--- config.mk ---
export PLATFORM = sky130hd
export DESIGN_NAME = quadrature_rotary_reporter
export DESIGN_NICKNAME = d
export VERILOG_FILES = /design/src/hw/rtl/qrr_pkg.sv /design/src/hw/rtl/qrr_front.sv /design/src/hw/rtl/qrr_queue.sv /design/src/hw/rtl/qrr_back.sv /design/src/hw/rtl/quadrature_rotary_reporter.sv
export SDC_FILE = /design/constraint.sdc
export NUM_CORES = 1
export LEC_CHECK = 0
export ABC_AREA = 1
export BUFFER_PORTS_ARGS = -buffer_cell sky130_fd_sc_hd__buf_4
export CORE_MARGIN = 4
export CORE_UTILIZATION = 29
export CTS_BUF_LIST = sky130_fd_sc_hd__clkbuf_4 sky130_fd_sc_hd__clkbuf_8
export CTS_CLUSTER_SIZE = 28
export DETAILED_ROUTE_END_ITERATION = 6
export GPL_TIMING_DRIVEN = 0
export HOLD_SLACK_MARGIN = 0.02
export PLACE_DENSITY_LB_ADDON = 0.2
export SLEW_MARGIN = 20
export SYNTH_ARGS = -nofsm -noshare
export SYNTH_HDL_FRONTEND = slang
export SYNTH_SLANG_ARGS = --single-unit
export TNS_END_PERCENT = 10
--- constraint.sdc ---
create_clock -name clock -period 7 [get_ports clock]
set_input_delay 1.05 -clock clock [delete_from_list [all_inputs] [get_ports clock]]
set_output_delay 1.05 -clock clock [all_outputs]
set_load 0.03 [all_outputs]
--- src/hw/rtl/qrr_pkg.sv ---
// Shared types, constants and helpers for the quadrature rotary reporter.
// No dependencies; every other file in hw/rtl refers to this package by scoped name.

package qrr_pkg;

   // Hold-off counter width; the loaded count saturates at its all-ones value.
   localparam int HOLD_WIDTH = 16;
   localparam int TICKS_WIDTH = 16;

   // Job queue between front and back.
   localparam int QUEUE_DEPTH = 4;
   localparam int QUEUE_PTR_W = (QUEUE_DEPTH > 1) ? $clog2(QUEUE_DEPTH) : 1;
   localparam int QUEUE_CNT_W = $clog2(QUEUE_DEPTH + 1);

   // Configuration register map.
   localparam int CSR_ADDR_W = 4;
   localparam int CSR_DATA_W = 32;
   localparam logic [1:0] REG_INVERT_DIRECTION = 2'd0;
   localparam logic [1:0] REG_INVERT_BUTTON    = 2'd1;
   localparam logic [1:0] REG_HOLD_OFF_TICKS   = 2'd2;
   localparam logic [1:0] REG_ENCODER_ID       = 2'd3;

   localparam logic [TICKS_WIDTH-1:0] HOLD_OFF_RESET = 16'd100;
   localparam logic [7:0]             ENCODER_ID_RESET = 8'd1;

   // Input item and report codes.
   localparam logic MODE_PIN_SAMPLE = 1'b0;
   localparam logic MODE_TICK       = 1'b1;
   localparam logic KIND_ROTATION   = 1'b0;
   localparam logic KIND_BUTTON     = 1'b1;
   localparam logic DIR_CW          = 1'b0;
   localparam logic DIR_CCW         = 1'b1;

   localparam logic [7:0] POS_MAX   = 8'hff;
   localparam logic [7:0] STEP_FOLD = 8'd127;

   typedef struct packed {
      logic mode;
      logic chan_a;
      logic chan_b;
      logic button_level;
   } req_type;

   typedef struct packed {
      logic       report_kind;
      logic       direction;
      logic [7:0] step_count;
      logic [7:0] position_now;
      logic       pressed;
      logic [7:0] report_id;
      logic       last;
   } rsp_type;

   typedef struct packed {
      logic                   invert_direction;
      logic                   invert_button;
      logic [TICKS_WIDTH-1:0] hold_off_ticks;
      logic [7:0]             encoder_id;
   } cfg_type;

   // One queued job: the reports caused by one input item.
   typedef struct packed {
      logic       rot_valid;
      logic       direction;
      logic [7:0] step_count;
      logic       btn_valid;
      logic       pressed;
      logic [7:0] position_now;
      logic [7:0] report_id;
   } job_type;

   // Hold-off load: zero acts as one, saturate at the counter's range.
   function automatic logic [HOLD_WIDTH-1:0] hold_load(input logic [TICKS_WIDTH-1:0] ticks);
      logic [32:0] ext;
      logic [32:0] lim;
      ext = 33'(ticks);
      lim = (33'd1 << HOLD_WIDTH) - 33'd1;
      if (ext == 33'd0) begin
         ext = 33'd1;
      end
      if (ext > lim) begin
         ext = lim;
      end
      return ext[HOLD_WIDTH-1:0];
   endfunction

endpackage

--- src/hw/rtl/qrr_front.sv ---
// Front part: accepts pin samples and ticks, tracks decoder and hold-off state,
// and builds one job per item that causes reports. Depends on qrr_pkg.

module qrr_front (
   input  logic             clock,
   input  logic             reset,
   input  logic             req_valid,
   output logic             req_stall,
   input  qrr_pkg::req_type req_data,
   input  qrr_pkg::cfg_type cfg,
   input  logic             queue_full,
   output logic             job_push,
   output qrr_pkg::job_type job_data
);

   logic                           dir_a_ff, dir_a_in;
   logic                           settled_ff, settled_in;
   logic [7:0]                     position_ff, position_in;
   logic [7:0]                     reported_ff, reported_in;
   logic                           btn_seen_ff, btn_seen_in;
   logic                           btn_rep_ff, btn_rep_in;
   logic                           hold_active_ff, hold_active_in;
   logic [qrr_pkg::HOLD_WIDTH-1:0] hold_count_ff, hold_count_in;

   logic       accept;
   logic       up;
   logic       rot_fire;
   logic       btn_fire;
   logic       cw;
   logic [7:0] diff;
   logic [7:0] steps;
   logic [1:0] phase;

   assign req_stall = queue_full;
   assign accept    = req_valid && !queue_full;
   assign phase     = {req_data.chan_b, req_data.chan_a};

   always_comb begin
      dir_a_in       = dir_a_ff;
      settled_in     = settled_ff;
      position_in    = position_ff;
      btn_seen_in    = btn_seen_ff;
      hold_active_in = hold_active_ff;
      hold_count_in  = hold_count_ff;
      up             = dir_a_ff ^ cfg.invert_direction;

      // Apply the item.
      if (req_data.mode == qrr_pkg::MODE_PIN_SAMPLE) begin
         btn_seen_in = req_data.button_level;
         if (phase == 2'b00 || phase == 2'b11) begin
            if (phase == 2'b00 && settled_ff) begin
               position_in = up ? position_ff + 8'd1 : position_ff - 8'd1;
            end
            settled_in = (phase == 2'b11);
         end else begin
            dir_a_in = phase[0];
         end
      end else if (hold_active_ff) begin
         if (hold_count_ff <= qrr_pkg::HOLD_WIDTH'(1)) begin
            hold_count_in  = '0;
            hold_active_in = 1'b0;
         end else begin
            hold_count_in = hold_count_ff - qrr_pkg::HOLD_WIDTH'(1);
         end
      end

      // Judge reports on the updated state.
      rot_fire = (position_in != reported_ff) && !hold_active_in;
      btn_fire = (btn_seen_in != btn_rep_ff);

      cw = ((position_in > reported_ff) ||
            (reported_ff == qrr_pkg::POS_MAX && position_in == 8'd0)) &&
           !(reported_ff == 8'd0 && position_in == qrr_pkg::POS_MAX);
      diff  = cw ? position_in - reported_ff : reported_ff - position_in;
      steps = (diff > qrr_pkg::STEP_FOLD) ? 8'(9'd256 - {1'b0, diff}) : diff;

      reported_in = reported_ff;
      btn_rep_in  = btn_rep_ff;
      if (rot_fire) begin
         hold_active_in = 1'b1;
         hold_count_in  = qrr_pkg::hold_load(cfg.hold_off_ticks);
         reported_in    = position_in;
      end
      if (btn_fire) begin
         btn_rep_in = btn_seen_in;
      end

      job_data.rot_valid    = rot_fire;
      job_data.direction    = cw ? qrr_pkg::DIR_CW : qrr_pkg::DIR_CCW;
      job_data.step_count   = steps;
      job_data.btn_valid    = btn_fire;
      job_data.pressed      = btn_seen_in ^ cfg.invert_button;
      job_data.position_now = position_in;
      job_data.report_id    = cfg.encoder_id;
      job_push              = accept && (rot_fire || btn_fire);
   end

   always_ff @(posedge clock) begin
      if (reset) begin
         dir_a_ff       <= 1'b0;
         settled_ff     <= 1'b0;
         position_ff    <= '0;
         reported_ff    <= '0;
         btn_seen_ff    <= 1'b0;
         btn_rep_ff     <= 1'b0;
         hold_active_ff <= 1'b0;
         hold_count_ff  <= '0;
      end else if (accept) begin
         dir_a_ff       <= dir_a_in;
         settled_ff     <= settled_in;
         position_ff    <= position_in;
         reported_ff    <= reported_in;
         btn_seen_ff    <= btn_seen_in;
         btn_rep_ff     <= btn_rep_in;
         hold_active_ff <= hold_active_in;
         hold_count_ff  <= hold_count_in;
      end
   end

   a_hold_count_tracks_active: assert property (@(posedge clock) disable iff (reset)
      hold_active_ff == (hold_count_ff != '0))
      else $error("hold-off count and active flag disagree");

endmodule

--- src/hw/rtl/qrr_queue.sv ---
// Short job queue between front and back, held in flip-flops.
// Depends on qrr_pkg for the job type and depth.

module qrr_queue (
   input  logic             clock,
   input  logic             reset,
   input  logic             push,
   input  qrr_pkg::job_type push_data,
   input  logic             pop,
   output qrr_pkg::job_type head,
   output logic             empty,
   output logic             full
);

   qrr_pkg::job_type                entry_ff [qrr_pkg::QUEUE_DEPTH];
   logic [qrr_pkg::QUEUE_PTR_W-1:0] wr_ptr_ff, wr_ptr_in;
   logic [qrr_pkg::QUEUE_PTR_W-1:0] rd_ptr_ff, rd_ptr_in;
   logic [qrr_pkg::QUEUE_CNT_W-1:0] count_ff, count_in;
   logic                            do_push;
   logic                            do_pop;

   localparam logic [qrr_pkg::QUEUE_PTR_W-1:0] PTR_LAST =
      qrr_pkg::QUEUE_PTR_W'(qrr_pkg::QUEUE_DEPTH - 1);

   assign empty   = (count_ff == '0);
   assign full    = (count_ff == qrr_pkg::QUEUE_CNT_W'(qrr_pkg::QUEUE_DEPTH));
   assign head    = entry_ff[rd_ptr_ff];
   assign do_push = push && !full;
   assign do_pop  = pop && !empty;

   always_comb begin
      wr_ptr_in = wr_ptr_ff;
      rd_ptr_in = rd_ptr_ff;
      count_in  = count_ff;
      if (do_push) begin
         wr_ptr_in = (wr_ptr_ff == PTR_LAST) ? '0 : wr_ptr_ff + 1'b1;
      end
      if (do_pop) begin
         rd_ptr_in = (rd_ptr_ff == PTR_LAST) ? '0 : rd_ptr_ff + 1'b1;
      end
      if (do_push && !do_pop) begin
         count_in = count_ff + 1'b1;
      end else if (do_pop && !do_push) begin
         count_in = count_ff - 1'b1;
      end
   end

   always_ff @(posedge clock) begin
      if (reset) begin
         wr_ptr_ff <= '0;
         rd_ptr_ff <= '0;
         count_ff  <= '0;
      end else begin
         wr_ptr_ff <= wr_ptr_in;
         rd_ptr_ff <= rd_ptr_in;
         count_ff  <= count_in;
      end
   end

   always_ff @(posedge clock) begin
      if (do_push) begin
         entry_ff[wr_ptr_ff] <= push_data;
      end
   end

   a_no_push_when_full: assert property (@(posedge clock) disable iff (reset)
      push |-> !full)
      else $error("job pushed into a full queue");

   a_no_pop_when_empty: assert property (@(posedge clock) disable iff (reset)
      pop |-> !empty)
      else $error("job popped from an empty queue");

endmodule

--- src/hw/rtl/qrr_back.sv ---
// Back part: takes one job at a time from the queue and sends its rotation
// report, then its button report, from registers. Depends on qrr_pkg.

module qrr_back (
   input  logic             clock,
   input  logic             reset,
   input  qrr_pkg::job_type head,
   input  logic             empty,
   output logic             pop,
   output logic             rsp_valid,
   input  logic             rsp_stall,
   output qrr_pkg::rsp_type rsp_data
);

   qrr_pkg::job_type job_ff;
   logic             rot_pend_ff, rot_pend_in;
   logic             btn_pend_ff, btn_pend_in;
   logic             sent;
   logic             free;

   assign rsp_valid = rot_pend_ff || btn_pend_ff;
   assign sent      = rsp_valid && !rsp_stall;
   assign free      = !rsp_valid || (sent && !(rot_pend_ff && btn_pend_ff));
   assign pop       = free && !empty;

   always_comb begin
      rot_pend_in = rot_pend_ff;
      btn_pend_in = btn_pend_ff;
      if (pop) begin
         rot_pend_in = head.rot_valid;
         btn_pend_in = head.btn_valid;
      end else if (sent) begin
         if (rot_pend_ff) begin
            rot_pend_in = 1'b0;
         end else begin
            btn_pend_in = 1'b0;
         end
      end
   end

   always_ff @(posedge clock) begin
      if (reset) begin
         rot_pend_ff <= 1'b0;
         btn_pend_ff <= 1'b0;
      end else begin
         rot_pend_ff <= rot_pend_in;
         btn_pend_ff <= btn_pend_in;
      end
   end

   always_ff @(posedge clock) begin
      if (pop) begin
         job_ff <= head;
      end
   end

   always_comb begin
      rsp_data.position_now = job_ff.position_now;
      rsp_data.report_id    = job_ff.report_id;
      if (rot_pend_ff) begin
         rsp_data.report_kind = qrr_pkg::KIND_ROTATION;
         rsp_data.direction   = job_ff.direction;
         rsp_data.step_count  = job_ff.step_count;
         rsp_data.pressed     = 1'b0;
         rsp_data.last        = !btn_pend_ff;
      end else begin
         rsp_data.report_kind = qrr_pkg::KIND_BUTTON;
         rsp_data.direction   = 1'b0;
         rsp_data.step_count  = '0;
         rsp_data.pressed     = job_ff.pressed;
         rsp_data.last        = 1'b1;
      end
   end

   a_job_not_empty: assert property (@(posedge clock) disable iff (reset)
      pop |-> (head.rot_valid || head.btn_valid))
      else $error("queued job carries no report");

   a_button_then_last: assert property (@(posedge clock) disable iff (reset)
      (rsp_valid && !rot_pend_ff) |-> rsp_data.last)
      else $error("button report not marked last");

   a_rotation_then_button: assert property (@(posedge clock) disable iff (reset)
      (sent && rot_pend_ff && btn_pend_ff) |=>
         (rsp_valid && rsp_data.report_kind == qrr_pkg::KIND_BUTTON))
      else $error("button report lost after rotation report");

endmodule

--- src/hw/rtl/quadrature_rotary_reporter.sv ---
// Quadrature rotary reporter: each accepted item is a pin sample or a timer tick and
// causes zero, one or two reports (a rotation report first, then a button report).
// An item is taken in every cycle in which the four-entry job queue has room, so
// req_stall rises only when reports back up. An item's job is held first in the job
// queue and then in the back end's registers; while rsp_stall is low the back end
// sends one report per cycle, so items causing at most one report are taken at one
// item per cycle, and the two reports of an item causing two are sent one after the other.
// Depends on qrr_pkg, qrr_front, qrr_queue and qrr_back.
//
// Structure:
//   qrr_front - decodes quadrature, moves the 8-bit position, runs the hold-off
//               counter and the button edge check, and builds one job per item
//               that needs a report.
//   qrr_queue - holds up to QUEUE_DEPTH jobs so each side can stall on its own.
//   qrr_back  - sends the reports of one job from registers, marking the final
//               one with last.
// Configuration (APB, pready always high, written at psel & penable & pwrite):
//   0x0 invert_direction, 0x4 invert_button, 0x8 hold_off_ticks, 0xC encoder_id.
// Write configuration only while the block is idle.

module quadrature_rotary_reporter (
   input  logic                             clock,
   input  logic                             reset,
   // input items
   input  logic                             req_valid,
   output logic                             req_stall,
   input  qrr_pkg::req_type                 req_data,
   // reports
   output logic                             rsp_valid,
   input  logic                             rsp_stall,
   output qrr_pkg::rsp_type                 rsp_data,
   // configuration
   input  logic                             psel,
   input  logic                             penable,
   input  logic                             pwrite,
   input  logic [qrr_pkg::CSR_ADDR_W-1:0]   paddr,
   input  logic [qrr_pkg::CSR_DATA_W-1:0]   pwdata,
   output logic [qrr_pkg::CSR_DATA_W-1:0]   prdata,
   output logic                             pready
);

   qrr_pkg::cfg_type cfg_ff, cfg_in;
   qrr_pkg::job_type job_push_data;
   qrr_pkg::job_type job_head;
   logic             job_push;
   logic             job_pop;
   logic             queue_empty;
   logic             queue_full;
   logic             csr_write;
   logic [1:0]       csr_index;

   assign pready    = 1'b1;
   assign csr_write = psel && penable && pwrite;
   assign csr_index = paddr[3:2];

   // Register file: update the addressed register on a write transfer.
   always_comb begin
      cfg_in = cfg_ff;
      if (csr_write) begin
         case (csr_index)
            qrr_pkg::REG_INVERT_DIRECTION: cfg_in.invert_direction = pwdata[0];
            qrr_pkg::REG_INVERT_BUTTON:    cfg_in.invert_button    = pwdata[0];
            qrr_pkg::REG_HOLD_OFF_TICKS:
               cfg_in.hold_off_ticks = pwdata[qrr_pkg::TICKS_WIDTH-1:0];
            qrr_pkg::REG_ENCODER_ID:       cfg_in.encoder_id       = pwdata[7:0];
            default:                       cfg_in = cfg_ff;
         endcase
      end
   end

   always_ff @(posedge clock) begin
      if (reset) begin
         cfg_ff.invert_direction <= 1'b0;
         cfg_ff.invert_button    <= 1'b0;
         cfg_ff.hold_off_ticks   <= qrr_pkg::HOLD_OFF_RESET;
         cfg_ff.encoder_id       <= qrr_pkg::ENCODER_ID_RESET;
      end else begin
         cfg_ff <= cfg_in;
      end
   end

   // Read back the addressed register.
   always_comb begin
      case (csr_index)
         qrr_pkg::REG_INVERT_DIRECTION:
            prdata = qrr_pkg::CSR_DATA_W'(cfg_ff.invert_direction);
         qrr_pkg::REG_INVERT_BUTTON:
            prdata = qrr_pkg::CSR_DATA_W'(cfg_ff.invert_button);
         qrr_pkg::REG_HOLD_OFF_TICKS:
            prdata = qrr_pkg::CSR_DATA_W'(cfg_ff.hold_off_ticks);
         qrr_pkg::REG_ENCODER_ID:
            prdata = qrr_pkg::CSR_DATA_W'(cfg_ff.encoder_id);
         default:
            prdata = '0;
      endcase
   end

   // Front: classify and apply items, build jobs.
   qrr_front u_front (
      .clock      (clock),
      .reset      (reset),
      .req_valid  (req_valid),
      .req_stall  (req_stall),
      .req_data   (req_data),
      .cfg        (cfg_ff),
      .queue_full (queue_full),
      .job_push   (job_push),
      .job_data   (job_push_data)
   );

   // Queue: decouple the two sides.
   qrr_queue u_queue (
      .clock     (clock),
      .reset     (reset),
      .push      (job_push),
      .push_data (job_push_data),
      .pop       (job_pop),
      .head      (job_head),
      .empty     (queue_empty),
      .full      (queue_full)
   );

   // Back: send each job's reports in order.
   qrr_back u_back (
      .clock     (clock),
      .reset     (reset),
      .head      (job_head),
      .empty     (queue_empty),
      .pop       (job_pop),
      .rsp_valid (rsp_valid),
      .rsp_stall (rsp_stall),
      .rsp_data  (rsp_data)
   );

endmodule
==> results of run 1 <==
[logic make-up after synthesis]
family,Yosys count
AO/OA/AOI/OAI,260
XOR/XNOR,31
adder cells (fa/ha/maj),31
buffers and inverters,217
flip-flops,212
other,2
AND/OR/NAND/NOR,330
[critical path: cells and delay by family]
family          cells  cell delay, ps
simple gates       10            1950
buf+inv            11            1830
compound gates      1             160
fa+ha+maj           4            1220
[synth_stat cells (2+ instances only)]
| cell | instances |
|---|---|
| a21oi_1 | 60 |
| a41o_1 | 3 |
| buf_4 | 33 |
| clkbuf_1 | 40 |
| conb_1 | 2 |
| dfxtp_1 | 74 |
| edfxtp_1 | 138 |
| fa_1 | 3 |
| ha_1 | 28 |
| inv_1 | 133 |
| inv_2 | 9 |
| nand2_1 | 120 |
| nand2_2 | 16 |
| nand2_4 | 3 |
| nand3_1 | 37 |
| nand3_2 | 5 |
| nand4_1 | 7 |
| nor2_1 | 118 |
| nor2_2 | 4 |
| nor3_1 | 6 |
| nor4_1 | 7 |
| o211ai_1 | 22 |
| o21ai_0 | 119 |
| o21ai_1 | 2 |
| o221ai_1 | 12 |
| o22ai_1 | 28 |
| o31ai_1 | 2 |
| xnor2_1 | 14 |
| xor2_1 | 17 |
[layer usage]
layer / wire, um / up-vias / global-route usage [%]
li1: - / 3919 / -
met1: 12700 / 3601 / 18.6
met2: 12300 / 135 / 22.6
met3: 1030 / 28 / 2.37
met4: 402 / 0 / 3.13
met5: 0 / - / 0
[registers in the layout (all words and copies together), names as in the netlist, named ones only]
signal / cells
u_front.btn_rep_ff: 1
u_back.btn_pend_ff: 1
u_queue.wr_ptr_ff: 2
u_front.position_ff: 8
u_front.hold_active_ff: 1
u_queue.rd_ptr_ff: 2
u_front.reported_ff: 8
u_back.rot_pend_ff: 1
u_front.hold_count_ff: 16
u_front.settled_ff: 1
cfg_ff: 26
u_back.job_ff: 10
u_queue.count_ff: 3
u_back.rsp_data: 16
u_queue.entry_ff: 112
u_front.btn_seen_ff: 1
u_front.dir_a_ff: 1
[final cells by class]
| cell class | count | area [um^2] | area share [%] |
|---|---|---|---|
| plain buffers | 75 | 407 | 3.31 |
| clock buffers | 56 | 664 | 5.40 |
| clock inverters | 16 | 91.3 | 0.743 |
| inverters | 142 | 533 | 4.34 |
| multi-input cells | 669 | 3760 | 30.6 |
| flip-flops and latches | 212 | 5630 | 45.8 |
| well taps | 455 | 569 | 4.63 |
| repair buffers | 77 | 643 | 5.23 |
[report_power, final]
part | internal (mW) | total [mW] | leakage (nW) | switching, mW
combinational | 0.756 | 2.29 | 2.79 | 1.54
sequential | 1.83 | 1.95 | 1.91 | 0.125
clock | 0.621 | 1.14 | 0.405 | 0.518
total | 3.20 | 5.38 | 5.10 | 2.18
[per-stage QoR]
step                hold slack (ps)  std cells  power [mW]  TNS, ps  setup WS, ps
detailed placement              460       1630        4.31        0           590
CTS                             472       1702        5.47        0          1150
global route                    498       1702        5.83        0           623
finish                          469       1702        5.38        0          1190
global placement                451       1626        4.26   -67240          -700
floorplan                       441       1098        3.57        0          1720
[worst max path at each step]
stage | startpoint | to | depth (start not counted)
global placement | req_data[1] | u_queue.entry_ff[3][20] | 21
global route | cfg_ff[25] | u_queue.count_ff[2] | 34
detailed placement | req_data[1] | u_queue.count_ff[1] | 26
CTS | req_data[1] | u_queue.count_ff[1] | 26
finish | req_data[1] | u_queue.count_ff[1] | 26
floorplan | req_data[1] | u_queue.entry_ff[0][0] | 20
==> metrics, run 1 <==
status finished, final reports clean; reg2reg path depth 32; Ant. Diodes 0; cell area after placement 0.0115 mm^2; Via density 4.51; total of max-cap violations 0; WHS Endpoint u_front.btn_seen_ff; Mapped Cells 1,083; Layout Utilization 35.4%; worst hold stages 2; Final #Nets 1,294; Clock Latency Late Sink 550 ps; Total Wirelength 26,400 um; Crit path top cell by count inv_1; Post-CTS Resized 0; setup bufs post-CTS 0; synth warn 0; DR vias 7,683; kind of end point of the critical path flip-flop; RSZ-0062 raised after global routing false; Die Y 196 um; Clock Skews 36.4 ps; adder and majority gate portion of the synthesized area 4.01%; clk sink count 212; CP peak stage delay 440 ps; post-synth top area cell edfxtp_1; DIE AREA 0.0384 mm^2; Final ANT Viol Nets 0; average wire per standard cell 15.5 um; ys async rst share 0%; max-slew violations 0; CTS root buffer clkbuf_8; cell area after synthesis 0.0102 mm^2; I/O Pins 110; synth unique cells 50; Slew HR 44.3%; synth top area cells edfxtp_1, dfxtp_1, o21ai_0; Post-Synth XOR/XNOR Area 2.65%; commonest non-fill, non-tap cell in the layout edfxtp_1; clk buf depth 3; initial antenna violation count 0; Worst R2R End u_queue.count_ff[1]; pwr dens 438 mW/mm^2; simple-gate share of the synthesized area 14.4%; combinational family with the most area after synthesis compound AO/OA/AOI/OAI gates; CTS buffer count 39; compound-cell area share of the yosys netlist 14.7%; drt first pass iters 5; Top FF cell, synth edfxtp_1; Routability Congestion 0.864; CTS tree done; Design Area, Final 0.0123 mm^2; post-synthesis register bit count 212; row cnt 68; Setup-failing EPs final 0; Total Routing Usage GR 13.6%; hold buffers post-CTS 0; final hold vios 0; Worst Hold Class flip-flop to flip-flop; global-route wire length before repair 42,000 um; Tmin final 5810 ps; Chip Width 196 um; post-synthesis mux area share 0%; DP HPWL 19,100 um; EDFF count, synth 138; clock slew at reported path FFs 60 ps; crit start category primary input; Slew @ Worst Pin 832 ps; commonest cells after routing, fill and taps aside edfxtp_1, inv_1, nand2_1, o21ai_0, nor2_1; share of post-route cells with drive strength above 1 17.9%; peak supply drop 200 uV; DRT iter0 DRCs 384; final-layout fill cell count 3,610; Seq/Total Area, Yosys 54.9%; number of global-route vias before repair 7,617; Area growth syn-to-layout 20.1%; Synth top area share 40.5%; slowest cell on the critical path clkbuf_1; largest net degree at the start of global routing 31; crit-path max FO 10; IO buf count 73; min-delay src u_front.btn_seen_ff; Final Cycle Share 83.0%; setup slack, reg-to-reg 1290 ps; critical path class primary input to flip-flop; WP data required 7420 ps; Syn Area/Cell 9.45 um^2; Starting Density 29.5%; Peak Freq 172 MHz; P_leak 5.10 nW; H-tree depth 2; Arr. time, crit path 6240 ps; Core ar. 0.0347 mm^2; Overflow after GRT 0; drt drc 0; r2r startpoint cfg_ff[25]
(Power assumes the default switching activity.)
==> inputs of run 2 (changes only) <==
==> constraint.sdc (replaced) <==
create_clock -name clock -period 5.1 [get_ports clock]
set_input_delay 0.765 -clock clock [delete_from_list [all_inputs] [get_ports clock]]
set_output_delay 0.765 -clock clock [all_outputs]
set_load 0.03 [all_outputs]
==> run 2 against run 1 <==
Final cell count about the same. Sequential power up 37%. Worst hold slack lost 0.51 ps. Global-route usage barely moved. Sequential share of layout area fell by 0.28 points. Critical path type is now flip-flop to flip-flop. Largest power group unchanged. First-iteration DRC count grew 6.0%. Via count up 0.91%.
==> metrics, run 2 (same netlist as run 1, synthesis figures left out) <==
P_sw 3.01 mW; commonest non-fill, non-tap cell in the layout edfxtp_1; Final ANT Viol Nets 0; Clock Latency Late Sink 550 ps; Overflow after GRT 0; Clock Skews 36.4 ps; Reg with most FFs u_queue.entry_ff; Flop pwr share 36.0%; pwr dens 601 mW/mm^2; number of global-route vias before repair 7,654; cell count after placement 1,630; CTS tree done; Final #Nets 1,295; average wire per standard cell 15.6 um; CP peak stage delay 420 ps; CTS buffer count 39; total of max-cap violations 0; met1 Use GR 18.6%; Setup-failing EPs final 0; share of post-route cells with drive strength above 1 18.7%; final hold vios 0; Ant. Diodes 0; hold buffers post-CTS 0; commonest cells after routing, fill and taps aside edfxtp_1, inv_1, nand2_1, o21ai_0, nor2_1; P_leak 5.13 nW; H-tree depth 2; max-slew violations 0; Design Area, Final 0.0124 mm^2; WP buf/inv 10; CTS root buffer clkbuf_8; clock slew at reported path FFs 60 ps; status finished, final reports clean; clock share of power 21.0%; peak supply drop 274 uV; Area growth syn-to-layout 20.8%; Crit path top cell by count inv_1; Tmin final 4670 ps; Starting Density 29.5%; Net Sw Frac 40.5%; Internal Power 4.42 mW; clk buf depth 3; Arr. time, crit path 5090 ps; Core ar. 0.0347 mm^2; I/O Pins 110; drt drc 0; Slew HR 52.8%; Die Y 196 um; kind of end point of the critical path flip-flop; Routability Congestion 0.864; worst hold-check slack 469 ps; drt first pass iters 5; DRT iter0 DRCs 407; CP top delay family simple AND/OR/NAND/NOR gates; row cnt 68; Comb power frac 43.0%; grt peak-use layer met2; Total Routing Usage GR 13.6%; Largest register FFs 112; pre-CTS WS -1020 ps; Total Wirelength 26,500 um; crit start category flip-flop; Worst Hold Class primary input to flip-flop; Peak Freq 214 MHz; Top Registers u_queue.entry_ff: 112 flops, cfg_ff: 26 flops; met3 Use GR 2.39%; PnR worst setup slack 432 ps; WP data required 5520 ps; M2 GR Usage 22.7%; Final Cycle Share 91.5%; final std cells w/o fill 1,703; DIE AREA 0.0384 mm^2; Via density 4.55; cell area after placement 0.0115 mm^2; IO buf count 73; Chip Width 196 um; clk sink count 212; initial antenna violation count 0; DP HPWL 19,100 um; DR vias 7,753; largest net degree at the start of global routing 31; global-route wire length before repair 42,100 um; crit-path max FO 10; critical path class flip-flop to flip-flop; slowest cell on the critical path fa_1; Slew @ Worst Pin 708 ps
==> run 2: routing by layer <==
layer	part of all wire, %	up-vias
li1	-	3924
met2	47	155
met3	4.3	27
met5	0	-
met4	1.5	0
met1	47	3647
==> run 2: worst paths after layout <==
check,startpoint,to,slack (ps),cells past startpoint
setup / recovery,cfg_ff[25],u_queue.count_ff[1],430,31
hold / removal,pwdata[5],cfg_ff[13],470,3
setup reg to reg,cfg_ff[25],u_queue.count_ff[1],430,31
hold reg to reg,u_front.btn_seen_ff,u_front.btn_seen_ff,470,2
==> run 2: layout make-up <==
cell class                      count  area, um^2
Clock buffer                       56         664
Inverter                          142         533
Multi-Input combinational cell    669        3820
Sequential cell                   212        5630
Buffer                             73         403
Fill cell                        3609       22300
Timing Repair Buffer               80         666
Clock inverter                     16        91.3
Tap cell                          455         569
==> run 2: through the flow <==
step	power, mW	utilization [%]	setup TNS, ps
after floorplan	4.90	-	0
after global placement	5.85	32.9	-252020
after detailed placement	5.92	33.2	-79670
after CTS	7.53	35.5	0
after global routing	8.05	35.6	-148
final	7.43	35.6	0
==> run 2: power by group through the flow <==
stage          sequential [mW]  clock [mW]  combinational [mW]
6_report                  2.68        1.56                3.19
5_1_grt                   2.72        1.70                3.63
4_1_cts                   2.68        1.62                3.23
3_5_place_dp              2.71           0                3.20
3_3_place_gp              2.72           0                3.12
2_1_floorplan             2.66           0                2.24
==> run 2: worst register-to-register path: cells and delay by family, from the launching register on <==
kind                       cells  cell delay (ps)
and+or+nand+nor               16             1880
buffers and inverters         10             1120
adders and majority gates      4             1080
AOI/OAI and AO/OA              1              160
DFF                            1              330
==> run 2: timing repair <==
item                       in CTS  in global routing
gates resized for setup         6                  9
buffers inserted                1                  2
setup endpoints to repair     115                 34
pin swaps                       1                  1
==> inputs of run 3 (changes only) <==
--- a/config.mk
+++ b/config.mk
@@ -15,6 +15,7 @@
 export GPL_TIMING_DRIVEN = 0
 export HOLD_SLACK_MARGIN = 0.02
 export PLACE_DENSITY_LB_ADDON = 0.2
+export RECOVER_POWER = 100
 export SLEW_MARGIN = 20
 export SYNTH_ARGS = -nofsm -noshare
 export SYNTH_HDL_FRONTEND = slang
==> run 3 against run 2 <==
Worst hold slack gained 0.52 ps. Critical path depth fell by 6. Sequential share of layout area grew 0.76 points. Die area did not move. Combinational power down 3%. Sequential cell count is the same. Largest cell class unchanged. Largest power group unchanged. Power shrank 1.4%. Clock-buffer cell count unchanged.
==> metrics, run 3 (same netlist as run 1, synthesis figures left out) <==
Area growth syn-to-layout 18.8%; Internal Power 4.33 mW; total of max-cap violations 0; Routability Congestion 0.864; Total Routing Usage GR 13.6%; clock slew at reported path FFs 60 ps; uppermost routed layer met4; Starting Density 29.5%; slowest cell on the critical path fa_1; DP HPWL 19,100 um; Reg with most FFs u_queue.entry_ff; final-layout fill cell count 3,672; Total Wirelength 26,500 um; status finished, final reports clean; Slew HR 19.1%; Die Y 196 um; peak supply drop 236 uV; crit-path max FO 10; number of global-route vias before repair 7,654; Overflow after GRT 0; Setup-failing EPs final 0; Crit path top cell by count inv_1; pre-CTS WS -1020 ps; Tmin final 4700 ps; total power after layout 7.33 mW; Core ar. 0.0347 mm^2; cell count after placement 1,630; commonest cells after routing, fill and taps aside edfxtp_1, inv_1, nand2_1, o21ai_0, nor2_1; clk buf depth 3; Arr. time, crit path 5120 ps; Clock Skews 35.1 ps; register area 0.00563 mm^2; drt first pass iters 6; kind of end point of the critical path flip-flop; pwr dens 602 mW/mm^2; DRT iter0 DRCs 415; critical path class primary input to flip-flop; CTS tree done; largest net degree at the start of global routing 31; global-route wire length before repair 42,100 um; max-slew violations 0; Design Area, Final 0.0122 mm^2; crit start category primary input; P_leak 4.93 nW; Final ANT Viol Nets 0; share of post-route cells with drive strength above 1 14.3%; DIE AREA 0.0384 mm^2; initial antenna violation count 0; clock share of power 21.3%; CTS buffer count 39; r2r startpoint cfg_ff[25]; Comb power frac 42.1%; Worst Hold Class flip-flop to flip-flop; Top Registers u_queue.entry_ff: 112 flops, cfg_ff: 26 flops; drt drc 0; Ant. Diodes 0; CTS root buffer clkbuf_8; Net Sw Frac 40.9%; Via density 4.54; Final #Nets 1,295; min-delay src u_front.btn_seen_ff; clk sink count 212; DR vias 7,739; Peak Freq 213 MHz; PnR worst setup slack 405 ps; WP data required 5520 ps; row cnt 68; Chip Width 196 um; commonest non-fill, non-tap cell in the layout edfxtp_1; final std cells w/o fill 1,703; Clock Latency Late Sink 540 ps; Largest register FFs 112; average wire per standard cell 15.6 um; final hold vios 0; IO buf count 73; P_sw 3.00 mW; Flop pwr share 36.6%; footprint of the multi-input gates 0.00380 mm^2; CP peak stage delay 420 ps; I/O Pins 110; DR WL met2 12,300 um; Slew @ Worst Pin 1210 ps; Final Cycle Share 92.1%; H-tree depth 2; WL met1 12,700 um; crit path from req_data[1]; total length of routed met3 wires 1100 um; cell area after placement 0.0115 mm^2
run 3: changes by cell type in the layout (fill, tap and decap cells not counted), sizes merged:
cell	before	now
buf	115	65
clkbuf	94	144
run 3: power groups by stage:
| stage | Sequential [mW] | Clock, mW | Combinational [mW] |
|---|---|---|---|
| after floorplan | 2.66 | 0 | 2.24 |
| after global placement | 2.72 | 0 | 3.12 |
| after detailed placement | 2.71 | 0 | 3.20 |
| after CTS | 2.68 | 1.62 | 3.23 |
| after global routing | 2.72 | 1.70 | 3.52 |
| final | 2.68 | 1.56 | 3.08 |
run 3: final cells by class:
type / count / share of cell area [%]
multi-input combinational: 669 / 31.2
inverter: 142 / 4.38
sequential: 212 / 46.2
clock inverter: 16 / 0.751
timing repair buffer: 80 / 3.96
buffer: 73 / 3.31
tap: 455 / 4.68
clock buffer: 56 / 5.46
run 3: critical path: cells and delay by family:
| family | cells | cell delay (ps) |
|---|---|---|
| simple gates | 9 | 1360 |
| buf+inv | 10 | 1350 |
| fa+ha+maj | 4 | 1310 |
| compound gates | 2 | 300 |
run 3: path summary, 6_finish.rpt:
check | endpoint | slack [ps] | depth (start not counted)
setup / recovery | u_queue.count_ff[1] | 400 | 25
hold reg to reg | u_front.btn_seen_ff | 470 | 2
hold / removal | u_front.btn_seen_ff | 470 | 2
setup reg to reg | u_queue.count_ff[1] | 460 | 31
run 3: what timing repair did:
action,in CTS,in global routing
setup endpoints to repair,115,34
hold buffers,0,0
buffers inserted,1,2
gates resized for setup,6,9
pin swaps,1,1
run 3: layer usage:
| metal | GRT usage, % | vias up |
|---|---|---|
| li1 | - | 3925 |
| met1 | 18.6 | 3631 |
| met2 | 22.7 | 154 |
| met3 | 2.39 | 29 |
| met4 | 3.21 | 0 |
| met5 | 0 | - |
run 3: per-stage QoR:
stage,hold slack (ps),TNS (ps),util [%]
global placement,451,-252020,32.9
finish,469,0,35.0
CTS,435,0,35.5
floorplan,441,0,-
detailed placement,460,-79670,33.2
global route,448,-148,35.0
